===== config.mk =====
export PLATFORM = sky130hd
export DESIGN_NAME = lspt_cell
export DESIGN_NICKNAME = d
export VERILOG_FILES = /design/src/hdl/lspt_pkg.sv /design/src/hdl/lspt_cell.sv
export SDC_FILE = /design/constraint.sdc
export NUM_CORES = 1
export LEC_CHECK = 0
export BUFFER_PORTS_ARGS = -buffer_cell sky130_fd_sc_hd__buf_2
export CAP_MARGIN = 20
export CORE_AREA = 10 10 324 326
export CTS_BUF_LIST = sky130_fd_sc_hd__clkbuf_4
export CTS_CLUSTER_DIAMETER = 50
export DETAILED_ROUTE_END_ITERATION = 10
export DIE_AREA = 0 0 334 336
export HOLD_SLACK_MARGIN = 0.05
export MAX_ROUTING_LAYER = met4
export PLACE_DENSITY = 0.53
export SLEW_MARGIN = 20
export SYNTH_ARGS = -nofsm -noshare
export SYNTH_HDL_FRONTEND = slang
export SYNTH_SLANG_ARGS = --single-unit
export TNS_END_PERCENT = 1

===== constraint.sdc =====
create_clock -name clock -period 36.5 [get_ports clock]
set_clock_uncertainty 0.2 [all_clocks]
set_input_delay 5.475 -clock clock [delete_from_list [all_inputs] [get_ports clock]]
set_output_delay 5.475 -clock clock [all_outputs]
set_load 0.02 [all_outputs]

===== src/hdl/lspt_pkg.sv =====
// ============================================================================
// lspt_pkg
// Shared types, constants and helpers for the swing-leg trajectory evaluator.
// ============================================================================
`default_nettype none

package lspt_pkg;

   // Number of power cells in the chain: they produce t^2 through t^6.
   localparam int CELL_CNT = 5;

   // Width of the running smoothstep and bump sums inside the chain.
   localparam int ACC_W = 36;

   // Phase value that stands for t = 1.
   localparam logic [16:0] PHASE_ONE = 17'd65536;

   // Largest power value, 1.0 in Q0.30.
   localparam logic [30:0] Q30_ONE = 31'd1073741824;

   // Rounding offset of one half in Q0.30.
   localparam logic signed [65:0] Q30_HALF = 66'sd536870912;

   // Reset value of the lift register, 0.3 in Q16.16.
   localparam logic [30:0] SWING_HEIGHT_RST = 31'd19661;

   // Configuration register index.
   localparam logic REG_SWING_HEIGHT = 1'b0;

   // Input request fields.
   typedef struct packed {
      logic signed [31:0] start_x;
      logic signed [31:0] start_y;
      logic signed [31:0] start_z;
      logic signed [31:0] end_x;
      logic signed [31:0] end_y;
      logic signed [31:0] end_z;
      logic signed [31:0] cur_x;
      logic signed [31:0] cur_y;
      logic signed [31:0] cur_z;
      logic               is_swing;
      logic [16:0]        phase;
   } req_type;

   // Result fields.
   typedef struct packed {
      logic signed [31:0] foot_x;
      logic signed [31:0] foot_y;
      logic signed [31:0] foot_z;
      logic               saturated;
   } rsp_type;

   // Data handed from one power cell to the next.
   typedef struct packed {
      req_type                 pay;
      logic [16:0]             u;
      logic [30:0]             pw;
      logic signed [ACC_W-1:0] s_acc;
      logic signed [ACC_W-1:0] q_acc;
   } cell_data_type;

   // Smoothstep weight of the power that cell idx produces (t^(idx+1)).
   function automatic logic signed [4:0] cell_s_coef(input int idx);
      logic signed [4:0] c;
      case (idx)
         2: c = 5'sd10;
         3: c = -5'sd15;
         4: c = 5'sd6;
         default: c = 5'sd0;
      endcase
      return c;
   endfunction

   // Bump weight t^3(1-t)^3 of the power that cell idx produces.
   function automatic logic signed [4:0] cell_q_coef(input int idx);
      logic signed [4:0] c;
      case (idx)
         2: c = 5'sd1;
         3: c = -5'sd3;
         4: c = 5'sd3;
         5: c = -5'sd1;
         default: c = 5'sd0;
      endcase
      return c;
   endfunction

   // Clip a 37-bit value to the signed 32-bit range; the top bit flags a clip.
   function automatic logic [32:0] clip32(input logic signed [36:0] v);
      logic [32:0] r;
      if (v > 37'sd2147483647) begin
         r = {1'b1, 32'h7FFF_FFFF};
      end else if (v < -37'sd2147483648) begin
         r = {1'b1, 32'h8000_0000};
      end else begin
         r = {1'b0, v[31:0]};
      end
      return r;
   endfunction

endpackage

`default_nettype wire


===== src/hdl/lspt_cell.sv =====
// ============================================================================
// lspt_cell
// One cell of the power chain: multiplies the incoming power of t by t and
// adds the new power, weighted, into the smoothstep and bump sums.
// ============================================================================
`default_nettype none

module lspt_cell
   import lspt_pkg::*;
#(
   parameter int CELL_IDX = 1
) (
   input  wire logic          clock,
   input  wire logic          reset,
   input  wire logic          in_valid,
   output logic               in_ready,
   input  wire cell_data_type in_data,
   output logic               out_valid,
   input  wire logic          out_ready,
   output cell_data_type      out_data
);

   localparam logic signed [4:0] S_COEF = cell_s_coef(CELL_IDX);
   localparam logic signed [4:0] Q_COEF = cell_q_coef(CELL_IDX);

   logic          valid_ff;
   logic          valid_in;
   cell_data_type data_ff;
   cell_data_type data_in;
   logic [47:0]   prod;
   logic [30:0]   npw;
   logic signed [36:0] s_term;
   logic signed [36:0] q_term;

   // The stage takes a new request when empty or when its contents move on.
   assign in_ready = !valid_ff || out_ready;
   assign valid_in = in_ready ? in_valid : valid_ff;

   // Next power of t, floored back to Q0.30.
   assign prod   = in_data.pw * in_data.u;
   assign npw    = prod[46:16];
   assign s_term = S_COEF * $signed({1'b0, npw});
   assign q_term = Q_COEF * $signed({1'b0, npw});

   always_comb begin
      data_in       = in_data;
      data_in.pw    = npw;
      data_in.s_acc = in_data.s_acc + s_term[ACC_W-1:0];
      data_in.q_acc = in_data.q_acc + q_term[ACC_W-1:0];
   end

   always_ff @(posedge clock) begin
      if (reset) begin
         valid_ff <= 1'b0;
      end else begin
         valid_ff <= valid_in;
      end
   end

   always_ff @(posedge clock) begin
      if (in_valid && in_ready) begin
         data_ff <= data_in;
      end
   end

   assign out_valid = valid_ff;
   assign out_data  = data_ff;

   // Powers of a clamped phase never exceed one.
   a_pw_range: assert property (@(posedge clock) disable iff (reset)
      out_valid |-> out_data.pw <= Q30_ONE)
      else $error("power of t above one");

   // The phase reaching a cell is already clamped.
   a_u_range: assert property (@(posedge clock) disable iff (reset)
      out_valid |-> out_data.u <= PHASE_ONE)
      else $error("unclamped phase in chain");

   // A held request stays in the cell until the next one takes it.
   a_hold: assert property (@(posedge clock) disable iff (reset)
      out_valid && !out_ready |=> out_valid && $stable(out_data))
      else $error("cell dropped a held request");

endmodule

`default_nettype wire


==> impl_results.md <==
- WL/cell: 30.3 µm
- Max Fclk: ~0.085 GHz
- GRT Util Overall: 0.256
- Initial antenna violation count: 78
- CTS H-tree lvls: 3
- Max Cap Viol: 0
- Syn Nets: 3348
- HPWL Detailed: 116 mm
- First-pass GRT wire length: 192 mm
- Synth warnings: 0
- CTS Buffer Depth: 3
- Number of global-route vias before repair: 23100
- Cts hold-fix bufs: 0
- Final setup TNS: 0 ns
- Total CTS buffers: 121
- Largest net degree at the start of global routing: 193
- WP buf/inv: 3
- Layout Nets: 4236
- Share of cells above drive strength 1: 0.318
- 1st-pass router iterations: 5
- Synthesis-stage register bit count: 427
- Worst Path Arrival: 6.06 ns
- CTS root buffer: clkbuf_4
- Worst-path cell chain: buf_2 > nand2b_1 > buf_4 > buf_2
- Final period utilization: 0.322
- Final Max Tran Viols: 0
- Core Region: between 0.09 and 0.1 mm²
- CP delay by family, top: buffers and inverters
- Setup crit end kind: primary output
- R2R Setup Slk: 32.71 ns
- Die footprint: ~0.11 mm²
- Post-CTS sizing: 0
- Reg2Reg Capture Point: out_data[425]
- Sequential fraction of the synthesis area: 0.435
- EDFF count, synth: about 430
- Post-CTS Repair Setup Buffers: 0
- Startpoint types: input pin
- RR Startpoint: out_valid
- Initial core utilization: 0.300
- Crit path largest cell delay: 0.18 ns
- RSZ-0062 raised after global routing: false
- DRC violations left: 0
- Setup Viol. Count Final: 0
- DRT iter0 DRCs: between 1500 and 2000
- DR vias: 22000
- Post-route ant nets: 0
- Top Ports: around 860
- Tmin final: 11.74 ns
- Drt total wl: ~140 mm
- Reg clk slew, reported paths: approximately 0.06 ns
- TritonCTS clock tree: built
- Port Buf Inserts: 857
- P&R area growth vs syn: 24.6%
- CP max stage cell: buf_4
- Min-delay worst type: flip-flop to flip-flop
- Clock Sinks: 427
- FF-to-FF path depth: 6
- Fillers: 9937
- Worst setup path end: in_ready
- Worst Path Required: 30.83 ns
- Routability-driven placement congestion ratio: 0.931
- FFs w/ async S/R, synth: 0
- Synth cell types: 58
- Syn Std Cell Area: 0.0294 mm²
- Die X: 334 µm
- Core Rows: 115
- CP startpoint: out_ready
- Slew margin rel.: 0.264
- Worst-path maximum fanout: 3
- Total gr overflow: 0
- Status: finished clean
- Worst slew pin tran: 1.10 ns
- Via-per-instance ratio: 4.68
- Main synth FF type: edfxtp_1
- Final-report hold violation count: 0
- Most used cell, CP: buf_2
- Setup CP Type: input pin to primary output
- Critical path depth: 4
- Mean area per synthesized cell: 12.4 µm²
- Cells after Synth: 2371
- Clk_lat worst skew: 1.02 ns
- Hold slack: 0.494 ns
- Die H: 336 µm
-- final cells by class --
class / instances / area [µm²] / share of cell area
Multi-Input combinational cell: 1372 / 14500 / 0.395
Clock inverter: 61 / 319 / 0.00870
Tap cell: 1287 / 1610 / 0.0439
Timing Repair Buffer: 864 / 4350 / 0.119
Antenna cell: 43 / 108 / 0.00293
Clock buffer: 162 / 1220 / 0.0332
Inverter: 473 / 1780 / 0.0484
Sequential cell: 427 / 12800 / 0.349
-- worst reg2reg max path, cell delays in order (launching register included) --
cell and delay, ns:
dfxtp_1 0.31, nand2b_1 0.06, buf_4 0.19, and2_4 0.19, buf_12 0.74, buf_4 0.71
buf_4 0.93
-- stage by stage --
stage,utilization,instance area (µm²),cells,setup WS [ns]
6_report,0.374,36700,4689,24.76
3_5_place_dp,0.357,35000,4423,24.24
5_1_grt,0.373,36600,4672,24.74
2_1_floorplan,-,29400,2371,20.06
3_3_place_gp,0.357,35000,4423,24.16
4_1_cts,0.373,36600,4646,24.76
-- cells in the final DEF (no fill, tap or decap), types with 39 or more instances in the layout --
| cell type | count |
|---|---|
| clkbuf_4 | 162 |
| a21oi_1 | 42 |
| ha_1 | 116 |
| fa_1 | 431 |
| nand2_1 | 348 |
| inv_1 | 473 |
| edfxtp_1 | 426 |
| clkinv_1 | 39 |
| and2_1 | 204 |
| diode_2 | 43 |
| buf_2 | 857 |
-- state kept, by name, indices dropped and copies added (netlist names) --
signal and flops:
out_data 426, out_valid 1
-- synth_stat cells, types with 2 or more instances --
cell type / instances / share of area
inv_1: 473 / 0.060
fa_1: 431 / 0.29
edfxtp_1: 426 / 0.43
nand2_1: 348 / 0.044
and2_1: 205 / 0.044
ha_1: 116 / 0.049
clkbuf_1: 95 / 0.012
a21oi_1: 42 / 0.0071
nor2_1: 28 / 0.0036
o21ai_0: 25 / 0.0043
xnor2_1: 21 / 0.0062
nand4_1: 18 / 0.0038
a21o_1: 17 / 0.0043
xor2_1: 13 / 0.0039
a31oi_1: 10 / 0.0021
nand3_1: 10 / 0.0017
o21bai_1: 8 / 0.0020
nor3_1: 7 / 0.0012
o21a_1: 6 / 0.0015
o211ai_1: 5 / 0.0013
a311oi_1: 4 / 0.0012
and3_1: 4 / 0.00085
and4_1: 4 / 0.0012
buf_2: 4 / 0.00068
nand2b_1: 4 / 0.00085
nor2b_1: 4 / 0.00085
a211oi_1: 3 / 0.00077
o21ai_1: 3 / 0.00051
o31ai_1: 3 / 0.00077
a22o_1: 2 / 0.00060
o221ai_1: 2 / 0.00060
o22ai_1: 2 / 0.00042
o41ai_2: 2 / 0.0011
or2_2: 2 / 0.00042
-- logic make-up (layout without fill, tap and decap cells) --
group,Yosys count,after routing,share of synthesized area
and+or+nand+nor,642,642,0.105
muxes,1,1,0.000383
buffers and inverters,572,1560,0.0731
other,0,43,0
AOI/OAI and AO/OA,148,148,0.0336
adders and majority gates,547,547,0.342
xor gates and xnor gates,34,34,0.0101
DFF,427,427,0.435
-- metal layers --
metal,part of all wire,GRT usage,vias up
met5,0,-,-
met4,0.043,0.0972,0
met3,0.085,0.0685,200
met2,0.50,0.432,957
met1,0.37,0.289,11400
li1,-,-,9359
-- worst min path at each step --
stage | start | slack [ns] | end | cells after the start
final | out_valid | 0.49 | out_valid | 3
after global routing | out_valid | 0.54 | out_valid | 3
after floorplan | out_valid | 0.53 | out_valid | 2
after detailed placement | out_valid | 0.49 | out_valid | 3
after CTS | out_valid | 0.50 | out_valid | 3
after global placement | out_valid | 0.49 | out_valid | 3
Power is not shown: default switching activity piles up to over one toggle a cycle in this logic, so the estimate is an artifact.
